===== src/rtl/core/assert_macros.svh =====
// concurrent assertion helpers, empty for synthesis
`ifndef ASSERT_MACROS_SVH
`define ASSERT_MACROS_SVH

`ifndef SYNTHESIS
`define PIDC_ASSERT(label, clk, rst, prop) \
   label: assert property (@(posedge clk) disable iff (rst) prop) \
      else $error("pidc assertion failed");
`define PIDC_ASSERT_MSG(label, clk, rst, prop, msg) \
   label: assert property (@(posedge clk) disable iff (rst) prop) else $error(msg);
`else
`define PIDC_ASSERT(label, clk, rst, prop)
`define PIDC_ASSERT_MSG(label, clk, rst, prop, msg)
`endif

`endif


===== src/rtl/core/pidc_pkg.sv =====
package pidc_pkg;

   localparam int NARROW_W         = 32;
   localparam int TERM_W           = 50;
   localparam int VAL_W            = TERM_W + 2;
   localparam int DATA_W           = 32;
   localparam int STEP_W           = 31;
   localparam int EXCESS_W         = 33;
   localparam int FRAC_W           = 17;
   localparam int CSR_IDX_W        = 3;
   localparam int REQ_DATA_W       = 96;
   localparam int RESET_FRAC_SHIFT = 16;

   localparam logic [TERM_W-1:0]   TERM_MIN = {1'b1, {(TERM_W-1){1'b0}}};
   localparam logic [TERM_W-1:0]   TERM_MAX = {1'b0, {(TERM_W-1){1'b1}}};
   localparam logic [EXCESS_W-1:0] EXC_MIN  = {1'b1, {(EXCESS_W-1){1'b0}}};
   localparam logic [EXCESS_W-1:0] EXC_MAX  = {1'b0, {(EXCESS_W-1){1'b1}}};
   localparam logic [DATA_W-1:0]   LOWER_RESET = {1'b1, {(DATA_W-1){1'b0}}};
   localparam logic [DATA_W-1:0]   UPPER_RESET = {1'b0, {(DATA_W-1){1'b1}}};

   typedef enum logic [CSR_IDX_W-1:0] {
      CSR_GAIN_P     = 3'd0,
      CSR_GAIN_I     = 3'd1,
      CSR_GAIN_D     = 3'd2,
      CSR_OUT_LOWER  = 3'd3,
      CSR_OUT_UPPER  = 3'd4,
      CSR_SIGN_RESET = 3'd5,
      CSR_RESET_FRAC = 3'd6
   } csr_index_type;

   typedef enum logic [2:0] {
      S_IDLE,
      S_LOAD,
      S_RUN,
      S_POST,
      S_APPLY,
      S_CLAMP,
      S_EXCESS,
      S_FINISH
   } state_type;

   typedef enum logic [2:0] {
      OP_INT,
      OP_DIV,
      OP_P,
      OP_I,
      OP_D
   } op_type;

   typedef struct packed {
      logic start;
      logic is_div;
   } unit_ctrl_type;

   typedef struct packed {
      logic busy;
      logic done;
   } unit_status_type;

endpackage


===== src/rtl/core/pid_controller_antiwindup_core.sv =====
// pid regulator, signed q16.16, back-calculation anti-windup
// req channel: one word per step; tuser low = update, high = preset
//    an update integrates, differentiates and sums the three gain terms,
//    a preset loads the output and clears error, integral and excess
// rsp channel: exactly one word per request word, in order
// csr channel: register writes by index, always ready; the user writes
//    registers only while idle, the block itself does not enforce it
// one item at a time; the shared shift-add multiply / restoring divide
//    unit runs four 32-step products and one 33 + FRAC_BITS step divide
// the result sits in an output register, so a new word is taken while
//    the previous result waits; a second result waits until it drains
// reset clears integral, excess, last error and sign (positive) and
//    loads the register reset values
`include "assert_macros.svh"

module pid_controller_antiwindup_core
   import pidc_pkg::*;
#(
   parameter int FRAC_BITS      = 16,
   parameter int INTEGRAL_WIDTH = 48
) (
   input  logic                  clock,
   input  logic                  reset,
   input  logic                  req_tvalid,
   output logic                  req_tready,
   // error_in [31:0], time_step [62:32], preset_value [94:63]
   input  logic [REQ_DATA_W-1:0] req_tdata,
   // req_type
   input  logic                  req_tuser,
   output logic                  rsp_tvalid,
   input  logic                  rsp_tready,
   // control_out [31:0]
   output logic [DATA_W-1:0]     rsp_tdata,
   // limited
   output logic                  rsp_tuser,
   input  logic                  csr_valid,
   output logic                  csr_ready,
   input  logic [CSR_IDX_W-1:0]  csr_index,
   input  logic [DATA_W-1:0]     csr_data
);

   localparam int NUM_W  = DATA_W + 1 + FRAC_BITS;
   localparam int MAG_W  = (INTEGRAL_WIDTH > NUM_W) ? INTEGRAL_WIDTH : NUM_W;
   localparam int SRC_W  = MAG_W + 1;
   localparam int DER_W  = NUM_W + 1;
   localparam int PROD_W = MAG_W + NARROW_W;
   localparam int EXT_W  = ((INTEGRAL_WIDTH > TERM_W) ? INTEGRAL_WIDTH : TERM_W) + 2;
   localparam int LO_W_FIX = NUM_W;
   localparam logic [INTEGRAL_WIDTH-1:0] INT_MIN = {1'b1, {(INTEGRAL_WIDTH-1){1'b0}}};
   localparam logic [INTEGRAL_WIDTH-1:0] INT_MAX = {1'b0, {(INTEGRAL_WIDTH-1){1'b1}}};

   // configuration
   logic signed [DATA_W-1:0] gain_p_ff, gain_p_in;
   logic signed [DATA_W-1:0] gain_i_ff, gain_i_in;
   logic signed [DATA_W-1:0] gain_d_ff, gain_d_in;
   logic signed [DATA_W-1:0] lower_ff, lower_in;
   logic signed [DATA_W-1:0] upper_ff, upper_in;
   logic                     sre_ff, sre_in;
   logic [FRAC_W-1:0]        frac_ff, frac_in;

   // control and regulator state
   state_type                        state_ff, state_in;
   op_type                           op_ff, op_in;
   logic signed [DATA_W-1:0]         last_ff, last_in;
   logic signed [INTEGRAL_WIDTH-1:0] integral_ff, integral_in;
   logic                             sign_ff, sign_in;
   logic signed [EXCESS_W-1:0]       excess_ff, excess_in;
   logic                             rsp_valid_ff, rsp_valid_in;

   // working registers
   logic signed [DATA_W-1:0] err_ff, err_in;
   logic [STEP_W-1:0]        dt_ff, dt_in;
   logic signed [DER_W-1:0]  deriv_ff, deriv_in;
   logic signed [TERM_W-1:0] term_ff, term_in;
   logic signed [VAL_W-1:0]  acc_ff, acc_in;
   logic signed [DATA_W-1:0] clamped_ff, clamped_in;
   logic                     limited_ff, limited_in;
   logic                     reduce_ff, reduce_in;
   logic                     neg_ff, neg_in;
   logic [DATA_W-1:0]        rsp_data_ff, rsp_data_in;
   logic                     rsp_user_ff, rsp_user_in;

   // shared unit
   unit_ctrl_type    unit_ctrl;
   unit_status_type  unit_status;
   logic [MAG_W-1:0] unit_a;
   logic [LO_W_FIX-1:0] unit_b;
   logic [MAG_W-1:0] unit_hi;
   logic [NUM_W-1:0] unit_lo;

   // datapath
   logic signed [DATA_W+1:0]         diff_ex;
   logic signed [DATA_W:0]           diff_last;
   logic signed [SRC_W-1:0]          src;
   logic [SRC_W-1:0]                 src_abs;
   logic [MAG_W-1:0]                 src_mag;
   logic signed [DATA_W-1:0]         gain_sel;
   logic [NARROW_W-1:0]              gain_abs;
   logic [NARROW_W-1:0]              narrow_mag;
   logic [PROD_W-1:0]                prod;
   logic [PROD_W-1:0]                quo;
   logic                             rem;
   logic                             use16;
   logic                             ovf;
   logic [TERM_W-1:0]                mag_t;
   logic [TERM_W-1:0]                term_post;
   logic [DER_W-1:0]                 q_ext;
   logic [DER_W-1:0]                 deriv_post;
   logic signed [EXT_W-1:0]          ext_int;
   logic signed [EXT_W-1:0]          ext_term;
   logic signed [EXT_W-1:0]          isum;
   logic [INTEGRAL_WIDTH-1:0]        int_sat;
   logic signed [VAL_W-1:0]          upper_ext;
   logic signed [VAL_W-1:0]          lower_ext;
   logic signed [VAL_W-1:0]          clamp_hi;
   logic signed [VAL_W-1:0]          clamp_lo;
   logic signed [VAL_W-1:0]          xdiff;
   logic                             x_ok;
   logic [EXCESS_W-1:0]              excess_sat;

   pidc_iter_unit #(
      .MAG_W (MAG_W),
      .LO_W  (LO_W_FIX)
   ) u_unit (
      .clock  (clock),
      .reset  (reset),
      .ctrl   (unit_ctrl),
      .op_a   (unit_a),
      .op_b   (unit_b),
      .status (unit_status),
      .hi     (unit_hi),
      .lo     (unit_lo)
   );

   // operand selection for the shared unit
   always_comb begin
      diff_ex   = {{2{err_ff[DATA_W-1]}}, err_ff} - {excess_ff[EXCESS_W-1], excess_ff};
      diff_last = {err_ff[DATA_W-1], err_ff} - {last_ff[DATA_W-1], last_ff};

      case (op_ff)
         OP_INT:  src = reduce_ff ? SRC_W'(integral_ff) : SRC_W'(diff_ex);
         OP_DIV:  src = SRC_W'(diff_last);
         OP_P:    src = SRC_W'(err_ff);
         OP_I:    src = SRC_W'(integral_ff);
         OP_D:    src = SRC_W'(deriv_ff);
         default: src = '0;
      endcase
      src_abs = src[SRC_W-1] ? -src : src;
      src_mag = src_abs[MAG_W-1:0];

      case (op_ff)
         OP_P:    gain_sel = gain_p_ff;
         OP_I:    gain_sel = gain_i_ff;
         OP_D:    gain_sel = gain_d_ff;
         default: gain_sel = '0;
      endcase
      gain_abs = gain_sel[DATA_W-1] ? -gain_sel : gain_sel;

      if (op_ff == OP_INT) begin
         narrow_mag = reduce_ff ? NARROW_W'(frac_ff) : NARROW_W'(dt_ff);
      end else begin
         narrow_mag = gain_abs;
      end

      unit_ctrl.start  = (state_ff == S_LOAD);
      unit_ctrl.is_div = (op_ff == OP_DIV);
      if (op_ff == OP_DIV) begin
         unit_a = MAG_W'(dt_ff);
         unit_b = {src_mag[DATA_W:0], {FRAC_BITS{1'b0}}};
      end else begin
         unit_a = src_mag;
         unit_b = LO_W_FIX'(narrow_mag);
      end
   end

   // rounding, saturation and the integral and output arithmetic
   always_comb begin
      prod  = {unit_hi, unit_lo[LO_W_FIX-1 -: NARROW_W]};
      use16 = (op_ff == OP_INT) && reduce_ff;
      if (use16) begin
         quo = prod >> RESET_FRAC_SHIFT;
         rem = |prod[RESET_FRAC_SHIFT-1:0];
      end else begin
         quo = prod >> FRAC_BITS;
         rem = |prod[FRAC_BITS-1:0];
      end
      ovf   = |quo[PROD_W-1:TERM_W-1];
      mag_t = {1'b0, quo[TERM_W-2:0]};
      if (ovf) begin
         term_post = neg_ff ? TERM_MIN : TERM_MAX;
      end else if (neg_ff) begin
         term_post = -(mag_t + TERM_W'(rem));
      end else begin
         term_post = mag_t;
      end

      q_ext = {1'b0, unit_lo};
      if (dt_ff == '0) begin
         deriv_post = '0;
      end else begin
         deriv_post = neg_ff ? -q_ext : q_ext;
      end

      ext_int  = EXT_W'(integral_ff);
      ext_term = EXT_W'(term_ff);
      isum     = reduce_ff ? ext_int - ext_term : ext_int + ext_term;
      if ((&isum[EXT_W-1:INTEGRAL_WIDTH-1]) || !(|isum[EXT_W-1:INTEGRAL_WIDTH-1])) begin
         int_sat = isum[INTEGRAL_WIDTH-1:0];
      end else begin
         int_sat = isum[EXT_W-1] ? INT_MIN : INT_MAX;
      end

      upper_ext = VAL_W'(upper_ff);
      lower_ext = VAL_W'(lower_ff);
      clamp_hi  = (acc_ff < upper_ext) ? acc_ff : upper_ext;
      clamp_lo  = (clamp_hi > lower_ext) ? clamp_hi : lower_ext;

      xdiff = acc_ff - VAL_W'(clamped_ff);
      x_ok  = (&xdiff[VAL_W-1:EXCESS_W-1]) || !(|xdiff[VAL_W-1:EXCESS_W-1]);
      if (x_ok) begin
         excess_sat = xdiff[EXCESS_W-1:0];
      end else begin
         excess_sat = xdiff[VAL_W-1] ? EXC_MIN : EXC_MAX;
      end
   end

   // sequencer
   always_comb begin
      gain_p_in    = gain_p_ff;
      gain_i_in    = gain_i_ff;
      gain_d_in    = gain_d_ff;
      lower_in     = lower_ff;
      upper_in     = upper_ff;
      sre_in       = sre_ff;
      frac_in      = frac_ff;
      state_in     = state_ff;
      op_in        = op_ff;
      last_in      = last_ff;
      integral_in  = integral_ff;
      sign_in      = sign_ff;
      excess_in    = excess_ff;
      rsp_valid_in = rsp_valid_ff;
      err_in       = err_ff;
      dt_in        = dt_ff;
      deriv_in     = deriv_ff;
      term_in      = term_ff;
      acc_in       = acc_ff;
      clamped_in   = clamped_ff;
      limited_in   = limited_ff;
      reduce_in    = reduce_ff;
      neg_in       = neg_ff;
      rsp_data_in  = rsp_data_ff;
      rsp_user_in  = rsp_user_ff;

      if (csr_valid) begin
         case (csr_index)
            CSR_GAIN_P:     gain_p_in = csr_data;
            CSR_GAIN_I:     gain_i_in = csr_data;
            CSR_GAIN_D:     gain_d_in = csr_data;
            CSR_OUT_LOWER:  lower_in  = csr_data;
            CSR_OUT_UPPER:  upper_in  = csr_data;
            CSR_SIGN_RESET: sre_in    = csr_data[0];
            CSR_RESET_FRAC: frac_in   = csr_data[FRAC_W-1:0];
            default:        ;
         endcase
      end

      if (rsp_tready) begin
         rsp_valid_in = 1'b0;
      end

      case (state_ff)
         S_IDLE: begin
            if (req_tvalid) begin
               if (req_tuser) begin
                  clamped_in  = req_tdata[94:63];
                  limited_in  = 1'b0;
                  last_in     = '0;
                  integral_in = '0;
                  excess_in   = '0;
                  state_in    = S_FINISH;
               end else begin
                  err_in    = req_tdata[31:0];
                  dt_in     = req_tdata[62:32];
                  reduce_in = sre_ff && (req_tdata[31] != sign_ff);
                  acc_in    = '0;
                  op_in     = OP_INT;
                  state_in  = S_LOAD;
               end
            end
         end
         S_LOAD: begin
            neg_in   = src[SRC_W-1] ^ gain_sel[DATA_W-1];
            state_in = S_RUN;
         end
         S_RUN: begin
            if (unit_status.done) begin
               state_in = S_POST;
            end
         end
         S_POST: begin
            if (op_ff == OP_DIV) begin
               deriv_in = deriv_post;
               last_in  = err_ff;
               op_in    = OP_P;
               state_in = S_LOAD;
            end else begin
               term_in  = term_post;
               state_in = S_APPLY;
            end
         end
         S_APPLY: begin
            case (op_ff)
               OP_INT: begin
                  integral_in = int_sat;
                  if (reduce_ff) begin
                     sign_in = ~sign_ff;
                  end
                  op_in    = OP_DIV;
                  state_in = S_LOAD;
               end
               OP_P: begin
                  acc_in   = acc_ff + VAL_W'(term_ff);
                  op_in    = OP_I;
                  state_in = S_LOAD;
               end
               OP_I: begin
                  acc_in   = acc_ff + VAL_W'(term_ff);
                  op_in    = OP_D;
                  state_in = S_LOAD;
               end
               OP_D: begin
                  acc_in   = acc_ff + VAL_W'(term_ff);
                  state_in = S_CLAMP;
               end
               default: state_in = S_CLAMP;
            endcase
         end
         S_CLAMP: begin
            clamped_in = clamp_lo[DATA_W-1:0];
            state_in   = S_EXCESS;
         end
         S_EXCESS: begin
            excess_in  = excess_sat;
            limited_in = |xdiff;
            state_in   = S_FINISH;
         end
         S_FINISH: begin
            if (!rsp_valid_ff || rsp_tready) begin
               rsp_data_in  = clamped_ff;
               rsp_user_in  = limited_ff;
               rsp_valid_in = 1'b1;
               state_in     = S_IDLE;
            end
         end
         default: state_in = S_IDLE;
      endcase
   end

   always_ff @(posedge clock) begin
      if (reset) begin
         state_ff     <= S_IDLE;
         rsp_valid_ff <= 1'b0;
         gain_p_ff    <= '0;
         gain_i_ff    <= '0;
         gain_d_ff    <= '0;
         lower_ff     <= LOWER_RESET;
         upper_ff     <= UPPER_RESET;
         sre_ff       <= 1'b0;
         frac_ff      <= '0;
         last_ff      <= '0;
         integral_ff  <= '0;
         sign_ff      <= 1'b0;
         excess_ff    <= '0;
      end else begin
         state_ff     <= state_in;
         rsp_valid_ff <= rsp_valid_in;
         gain_p_ff    <= gain_p_in;
         gain_i_ff    <= gain_i_in;
         gain_d_ff    <= gain_d_in;
         lower_ff     <= lower_in;
         upper_ff     <= upper_in;
         sre_ff       <= sre_in;
         frac_ff      <= frac_in;
         last_ff      <= last_in;
         integral_ff  <= integral_in;
         sign_ff      <= sign_in;
         excess_ff    <= excess_in;
      end
   end

   always_ff @(posedge clock) begin
      op_ff       <= op_in;
      err_ff      <= err_in;
      dt_ff       <= dt_in;
      deriv_ff    <= deriv_in;
      term_ff     <= term_in;
      acc_ff      <= acc_in;
      clamped_ff  <= clamped_in;
      limited_ff  <= limited_in;
      reduce_ff   <= reduce_in;
      neg_ff      <= neg_in;
      rsp_data_ff <= rsp_data_in;
      rsp_user_ff <= rsp_user_in;
   end

   assign req_tready = (state_ff == S_IDLE);
   assign rsp_tvalid = rsp_valid_ff;
   assign rsp_tdata  = rsp_data_ff;
   assign rsp_tuser  = rsp_user_ff;
   assign csr_ready  = 1'b1;

   `PIDC_ASSERT(a_start_free, clock, reset, unit_ctrl.start |-> !unit_status.busy)
   `PIDC_ASSERT(a_accept_quiet, clock, reset, (req_tvalid && req_tready) |-> !unit_status.busy)
   `PIDC_ASSERT_MSG(a_rsp_from_finish, clock, reset, $rose(rsp_valid_ff) |-> $past(state_ff == S_FINISH), "result word loaded outside finish")
   `PIDC_ASSERT_MSG(a_sign_flip, clock, reset, (!$past(reset) && (sign_ff != $past(sign_ff))) |-> $past(state_ff == S_APPLY && op_ff == OP_INT && reduce_ff), "stored sign changed without reduction")

endmodule


===== src/rtl/core/pidc_iter_unit.sv =====
// shared shift-add multiplier and restoring divider, one bit a cycle
module pidc_iter_unit
   import pidc_pkg::*;
#(
   parameter int MAG_W = 49,
   parameter int LO_W  = 49
) (
   input  logic             clock,
   input  logic             reset,
   input  unit_ctrl_type    ctrl,
   input  logic [MAG_W-1:0] op_a,
   input  logic [LO_W-1:0]  op_b,
   output unit_status_type  status,
   output logic [MAG_W-1:0] hi,
   output logic [LO_W-1:0]  lo
);

   localparam int CNT_W = $clog2(LO_W + 1);

   logic [MAG_W-1:0] hi_ff, hi_in;
   logic [LO_W-1:0]  lo_ff, lo_in;
   logic [MAG_W-1:0] a_ff, a_in;
   logic             div_ff, div_in;
   logic             busy_ff, busy_in;
   logic             done_ff, done_in;
   logic [CNT_W-1:0] cnt_ff, cnt_in;

   logic [MAG_W-1:0] shifted;
   logic [MAG_W-1:0] x_op;
   logic [MAG_W:0]   y_op;
   logic [MAG_W:0]   sum;
   logic             borrow;

   always_comb begin
      shifted = {hi_ff[MAG_W-2:0], lo_ff[LO_W-1]};
      x_op    = div_ff ? shifted : hi_ff;
      y_op    = div_ff ? ~{1'b0, a_ff} : {1'b0, (lo_ff[0] ? a_ff : '0)};
      sum     = {1'b0, x_op} + y_op + (MAG_W+1)'(div_ff);
      borrow  = sum[MAG_W];

      hi_in   = hi_ff;
      lo_in   = lo_ff;
      a_in    = a_ff;
      div_in  = div_ff;
      busy_in = busy_ff;
      done_in = 1'b0;
      cnt_in  = cnt_ff;

      if (ctrl.start) begin
         hi_in   = '0;
         lo_in   = op_b;
         a_in    = op_a;
         div_in  = ctrl.is_div;
         busy_in = 1'b1;
         cnt_in  = ctrl.is_div ? CNT_W'(LO_W) : CNT_W'(NARROW_W);
      end else if (busy_ff) begin
         if (div_ff) begin
            hi_in = borrow ? shifted : sum[MAG_W-1:0];
            lo_in = {lo_ff[LO_W-2:0], ~borrow};
         end else begin
            hi_in = sum[MAG_W:1];
            lo_in = {sum[0], lo_ff[LO_W-1:1]};
         end
         cnt_in = cnt_ff - CNT_W'(1);
         if (cnt_ff == CNT_W'(1)) begin
            busy_in = 1'b0;
            done_in = 1'b1;
         end
      end
   end

   always_ff @(posedge clock) begin
      if (reset) begin
         busy_ff <= 1'b0;
         done_ff <= 1'b0;
      end else begin
         busy_ff <= busy_in;
         done_ff <= done_in;
      end
   end

   always_ff @(posedge clock) begin
      hi_ff  <= hi_in;
      lo_ff  <= lo_in;
      a_ff   <= a_in;
      div_ff <= div_in;
      cnt_ff <= cnt_in;
   end

   assign status.busy = busy_ff;
   assign status.done = done_ff;
   assign hi          = hi_ff;
   assign lo          = lo_ff;

endmodule


===== config.mk =====
export PLATFORM = sky130hd
export DESIGN_NAME = pid_controller_antiwindup_core
export DESIGN_NICKNAME = d
export VERILOG_FILES = /design/src/rtl/core/pidc_pkg.sv /design/src/rtl/core/pid_controller_antiwindup_core.sv /design/src/rtl/core/pidc_iter_unit.sv
export VERILOG_INCLUDE_DIRS = /design/src /design/src/rtl/core
export SDC_FILE = /design/constraint.sdc
export NUM_CORES = 2
export LEC_CHECK = 0
export BUFFER_PORTS_ARGS = -buffer_cell sky130_fd_sc_hd__buf_2
export CORE_MARGIN = 2
export CORE_UTILIZATION = 58
export CTS_CLUSTER_DIAMETER = 60
export DETAILED_ROUTE_END_ITERATION = 10
export GPL_TIMING_DRIVEN = 0
export HOLD_SLACK_MARGIN = 0.1
export PLACE_DENSITY = 0.74
export SETUP_SLACK_MARGIN = 0.1
export SLEW_MARGIN = 20
export SYNTH_ARGS = -nofsm -noshare
export SYNTH_HDL_FRONTEND = slang
export SYNTH_SLANG_ARGS = --single-unit

===== constraint.sdc =====
create_clock -name clock -period 7.3 [get_ports clock]
set_clock_uncertainty 0.1 [all_clocks]
set_input_delay 0.365 -clock clock [delete_from_list [all_inputs] [get_ports clock]]
set_output_delay 0.365 -clock clock [all_outputs]
set_load 0.005 [all_outputs]

* Word-level counts from Yosys, hierarchy flattened
Cells that the tools add are included.
Word-level totals: word-level logic and storage cells 204, input port bits 137, memory bits (read-only) 0, memories kept 0, output and inout bits 36, latch bits 0, RAM bits 0, register bits after elaboration 738
Operators by class: $mul 0, divide/modulo/power cells 0, reduce and logical (&&, ||, !) cells 47, magnitude comparators 2, equal/unequal tests 28, bitwise gates (word level) 8, shift-type cells 0, multiplexer cells 71, add/subtract/negate cells 14
Operators with widths (number):
- $mux 49 | 10
- $mux 52 | 5
- $mux 32 | 8
- $mux 50 | 5
- $pmux 50 s5 | 1
- $mux 48 | 5
- $mux 33 | 4
- $pmux 32 s2 | 2
- $pmux 52 s2 | 1
- $pmux 32 s3 | 1
- $pmux 48 s2 | 1
- $pmux 33 s2 | 1
- $mux 31 | 2
- $add 52x50->52 | 1
- $gt 52x32->1 | 1
- $lt 52x32->1 | 1
- $reduce_or 52->1 | 1
- $sub 52x32->52 | 1
- $add 48x50->51 | 1
- $sub 48x50->51 | 1
- $add 49x1->50 | 1
- $add 49x50->50 | 1
- $add 50x1->50 | 1
- $neg 49->50 | 1
- other kinds (41) | 113

* Logic depth before layout (Yosys ltp)
depth after elaboration 8, gate-level depth with buffers 30, depth with buffers taken out 27

* Cells and area by module
From an unflattened synthesis, not the netlist that was laid out.
Unflattened totals: cells, all modules 7052, area, all modules 58049.4 µm²
By module, submodules not included:
- pid_controller_antiwindup_core | instances 1, seq. area each 14513.9 µm², area an instance 47144.0 µm², cells each 5870
- pidc_iter_unit | instances 1, seq. area each 4174.0 µm², area an instance 10905.5 µm², cells each 1182

* Least setup slack after synthesis
Ideal clock, no wire load.
path kind reg2reg, start point register upper_ff[31], end point register clamped_ff[0] (data pin), path buffers 3, cell stages (with the launch flop) 30, path slack 1245 ps, data arrival time 5686 ps, clock period less this slack 6055 ps, data required time 6932 ps, setup time 268 ps, cell sequence dfxtp_1 > inv_1 > ha_1 > a21o_1 > a21o_1 > a21o_1 > a21o_1 > a21oi_1 > nor2b_1 > o21ai_0 > a31oi_1 > a21o_1 > a31oi_1 > clkbuf_1 > clkbuf_1 > mux2i_1 > inv_1 > ha_1 > a21o_1 > a21o_1 > a21o_1 > a21o_1 > a21o_1 > a21o_1 > a21oi_1 > a21oi_1 > nand4bb_1 > nand4_1 > clkbuf_1 > o211ai_1
On the way: cells in the longest elaborated chain, start to end 5
Ends and longest elaborated chain:
- start, declared | RTL line pid_controller_antiwindup_core.sv:57 | logic signed [DATA_W-1:0] upper_ff, upper_in;
- start signal, assigned | RTL line pid_controller_antiwindup_core.sv:382 | upper_ff <= upper_in;
- $lt 52x32->1 | RTL line pid_controller_antiwindup_core.sv:215 | clamp_hi = (acc_ff < upper_ext) ? acc_ff : upper_ext;
- $mux 52 * | RTL line pid_controller_antiwindup_core.sv:215
- $gt 52x32->1 | RTL line pid_controller_antiwindup_core.sv:216 | clamp_lo = (clamp_hi > lower_ext) ? clamp_hi : lower_ext;
- $mux 32 * | RTL line pid_controller_antiwindup_core.sv:216
- $pmux 32 s2 * | RTL line pid_controller_antiwindup_core.sv:272 | case (state_ff)
- net clamped_in[0] | RTL line pid_controller_antiwindup_core.sv:76 | logic signed [DATA_W-1:0] clamped_ff, clamped_in;
- end signal, assigned | RTL line pid_controller_antiwindup_core.sv:399 | clamped_ff <= clamped_in;
- end, declared | RTL line pid_controller_antiwindup_core.sv:76
The timed path passes the listed nets; every way through them passes the cells marked *. A chain may end at the register's enable or synchronous reset.

* Worst setup path after layout
start point register u_unit.div_ff, end point register u_unit.hi_ff[48] (netlist: u_unit.hi[48])
On the way: cells in the longest elaborated chain, start to end 5, elaborated cells between the ends (all ways) 6
Ends and longest elaborated chain:
- start, declared | RTL line pidc_iter_unit.sv:23 | logic div_ff, div_in;
- start signal, assigned | RTL line pidc_iter_unit.sv:86 | div_ff <= div_in;
- $mux 49 or $mux 50 (tied branches) | RTL line pidc_iter_unit.sv:36, pidc_iter_unit.sv:37
- $add 49x50->50 | RTL line pidc_iter_unit.sv:38 | sum = {1'b0, x_op} + y_op + (MAG_W+1)'(div_ff);
- $add 50x1->50 | RTL line pidc_iter_unit.sv:38
- $mux 49 | RTL line pidc_iter_unit.sv:58 | hi_in = borrow ? shifted : sum[MAG_W-1:0];
- $mux 49 * | RTL line pidc_iter_unit.sv:57 | if (div_ff) begin
- end signal, assigned | RTL line pidc_iter_unit.sv:83 | hi_ff <= hi_in;
- end, declared | RTL line pidc_iter_unit.sv:20 | logic [MAG_W-1:0] hi_ff, hi_in;
Every way passes the cells marked *; elsewhere a longest branch is shown, timed or not.

==> flow_metrics.tcl <==
set metrics [dict create \
    rr_worst_depth 19 \
    timing.slew.headroom_pct 14.0 \
    post-route-min-period_ns 7.13 \
    setup_slack_ns 0.174 \
    ios 173 \
    worstSkewPairLatency_ns 0.72 \
    h-tree-depth 3 \
    tritoncts "yes" \
    fin_area_mm2 0.0640 \
    area.growth.synth_to_final_pct 13.3 \
    hold_path_class "input pin to register" \
    num_vias 58300 \
    antenna_found_initial 10 \
    drive_gt1_share_pct 7.11 \
    clk_path_buf_depth 3 \
    die_area_mm2 0.0998 \
    seqPwrFrac_pct 28.9 \
    drc 0 \
    synth.top_cells.by_count "nand2_1, a21oi_1, o21ai_0" \
    hpwlAfterDp_mm 191 \
    outcome "completed" \
    die_y_um 316 \
    clock_sinks 738 \
    drt-initial-drc-count 8091 \
    wl_per_cell_um 28.0 \
    reg2reg_slack_ns 0.17 \
    yosys_warnings 0 \
    placed_cell_area_mm2 0.0592 \
    overflow 0 \
    synth_largest_area_cell "edfxtp_1" \
    rsz0062_at_grt "true" \
    hp-start "req_tvalid" \
    ir_drop_mv 0.304 \
    yosysMostFrequentCell "nand2_1" \
    cp-end-kind "register" \
    report.final.slew_viol_count 0 \
    synth.top_cells.by_area "edfxtp_1, dfxtp_1, ha_1, nand2_1, a21oi_1" \
    fin_crit_sh_pct 97.6 \
    rows 114 \
    finalPower_mw 19.5 \
    hold_viol_final 0 \
    p_sw_share_pct 44.6 \
    worstReg2RegEnd "u_unit.hi[48]" \
    postSynthCellCount 6907 \
    cts_buffers 93 \
    grt.total_usage_pct 47.4 \
    io_buffers 169 \
    ys_seq_area_share_pct 33.1 \
    p_sw_mw 8.72 \
    die_w_um 316 \
    cts.clk_slew.worst_paths_ns 0.06 \
    cts_root_buf "clkbuf_16" \
    drt-vias-per-instance 6.70 \
    syn-num-nets 7489 \
    synthesis.area_mm2 0.0565 \
    max_slew.worst_pin.slew_ns 1.29 \
    drv_cap 0 \
    power_leakage_nw 26.0 \
    setup_viol 0 \
    synth_ff_type "edfxtp_1" \
    required_ns 7.80 \
    worstSetupStartpointType "register" \
    gp_congestion 1.09 \
    ant_nets 0 \
    pwr_density_cell_mw_per_mm2 305 \
    synth.distinct_cells 107 \
    cp.arrival_ns 7.63 \
    internal_power_mw 10.8 \
    synth-edff-count 391 \
    start_util_pct 58.5 \
    clock_power_share_pct 24.4 \
    synth_top_area_share_pct 20.8 \
    min_path_cells 4 \
    postSynthAreaPerCell_um2 8.17 \
    firstDrtPassIters 9 \
    synth-seq-cells 738 \
    max_freq_mhz 140 \
    drt_wl_total_mm 244 \
    post-place-ws_ns -0.716 \
    nets 7917 \
    pwr-share-comb_pct 46.7 \
    path_max_fanout 10 \
    grt_pass1_wl_mm 348 \
    coreArea_mm2 0.0966 \
    postSynth.asyncResetShare_pct 0 \
    grt_max_degree 40 \
    path_class "register to register" \
    r2r_start "u_unit.div_ff" \
    whs_endpoint "state_ff[1]" \
    grt_pass1_vias 54000 \
]
[what timing repair did]
action                                  in CTS  in global routing
endpoints found under the setup margin     113                131
hold buffers                               133                  0
gates cloned                                 1                  0
setup buffers                                5                 11
pin swaps                                    1                  4
gates resized for setup                     19                 48
hold endpoints to repair                   275                  0
[how the worst max path moves through the flow]
stage / from / slack (ns) / cells after the start / endpoint
floorplan: upper_ff[31] / 1.25 / 29 / clamped_ff[0]
detailed placement: upper_ff[31] / -0.72 / 28 / clamped_ff[6]
global placement: op_ff[0] / -1.63 / 10 / term_ff[18]
global route: u_unit.div_ff / 0.12 / 20 / u_unit.hi[42]
finish: u_unit.div_ff / 0.17 / 19 / u_unit.hi[48]
CTS: term_ff[6] / 0.11 / 24 / integral_ff[46]
[kinds of logic after synthesis]
logic type               synth area share [%]
XOR/XNOR                                 6.58
AND/OR/NAND/NOR                          18.1
flip-flops                               33.1
AO/OA/AOI/OAI                            24.4
other                                 0.00664
adder cells (fa/ha/maj)                  9.96
buffers and inverters                    4.72
multiplexers                             3.18
[registers in the layout, indices dropped and copies added (netlist names), 33 cells and up]
| signal | flops |
|---|---|
| integral_ff | 48 |
| u_unit.hi | 49 |
| deriv_ff | 50 |
| u_unit.lo | 49 |
| excess_ff | 33 |
| term_ff | 50 |
| acc_ff | 52 |
| u_unit.a_ff | 49 |
[per-stage QoR]
| step | setup TNS [ns] | hold slack, ns | instances | utilization [%] |
|---|---|---|---|---|
| finish | 0 | 0.159 | 8700 | 66.3 |
| global route | 0 | 0.206 | 8691 | 66.2 |
| CTS | 0 | 0.138 | 8680 | 66.0 |
| detailed placement | -38.57 | 0.313 | 8367 | 61.3 |
| global placement | -120.66 | 0.308 | 8352 | 61.0 |
| floorplan | 0 | 0.300 | 6907 | - |
[cells in the final DEF, fill, tap and decap left out, drive strengths merged, types with 18 or more instances in the layout]
| cell | n |
|---|---|
| o31ai | 44 |
| inv | 370 |
| o21a | 51 |
| nand2b | 58 |
| and2 | 41 |
| o21bai | 43 |
| dlygate4sd3 | 133 |
| nand3b | 42 |
| and4 | 18 |
| a21o | 243 |
| clkinv | 36 |
| nand4 | 85 |
| a31oi | 81 |
| or3 | 40 |
| and3 | 49 |
| nor2 | 512 |
| a211oi | 63 |
| nor4 | 41 |
| o211ai | 95 |
| a22oi | 55 |
| mux2 | 24 |
| buf | 254 |
| a21oi | 670 |
| ha | 438 |
| mux2i | 152 |
| or2 | 31 |
| clkbuf | 405 |
| xor2 | 173 |
| edfxtp | 391 |
| nand3 | 145 |
| o22ai | 37 |
| nor3 | 95 |
| nor2b | 65 |
| o21ai | 570 |
| dfxtp | 347 |
| a41oi | 20 |
| a221oi | 37 |
| nand2 | 945 |
| xnor2 | 251 |
[routing by layer]
layer	vias to the layer above	routed length (µm)	GRT usage [%]
met2	3813	103000	71.7
met5	-	8	0
met4	2	25800	40.6
li1	26000	-	-
met1	27400	86500	56.0
met3	1127	28300	12.4
[power groups by stage]
stage / sequential [mW] / clock [mW] / combinational (mW)
2_1_floorplan: 5.38 / 0 / 5.95
3_3_place_gp: 5.72 / 0 / 8.43
3_5_place_dp: 5.69 / 0 / 8.57
4_1_cts: 5.61 / 4.73 / 8.70
5_1_grt: 5.66 / 4.88 / 9.69
6_report: 5.66 / 4.76 / 9.13
[final cells by class]
cell class | instances | area (µm²)
antenna | 10 | 25.0
buffer | 345 | 1390
clock buffer | 114 | 2470
clock inverter | 60 | 664
fill | 8151 | 32600
inverter | 354 | 1330
multi-input combinational | 5468 | 35300
sequential | 738 | 18700
tap | 1276 | 1600
timing repair buffer | 334 | 2540
timing repair inverter | 1 | 5.00
[worst max-delay path: stages (launching register included)]
cell      delay (ns)
edfxtp_1        0.39
clkbuf_1        0.70
clkbuf_1        0.57
clkbuf_1        0.79
mux2i_1         0.22
fa_1            0.52
nor2b_1         0.19
o31a_1          0.21
o211ai_1        0.15
nand2_1         0.29
a31oi_1         0.26
o211ai_1        0.23
buf_4           0.19
a21oi_1         0.15
o31ai_2         0.71
clkbuf_2        0.47
buf_2           0.40
nand3_1         0.19
o221ai_1        0.20
nor2_1          0.06
No activity file was read; power rests on OpenSTA's default activity.
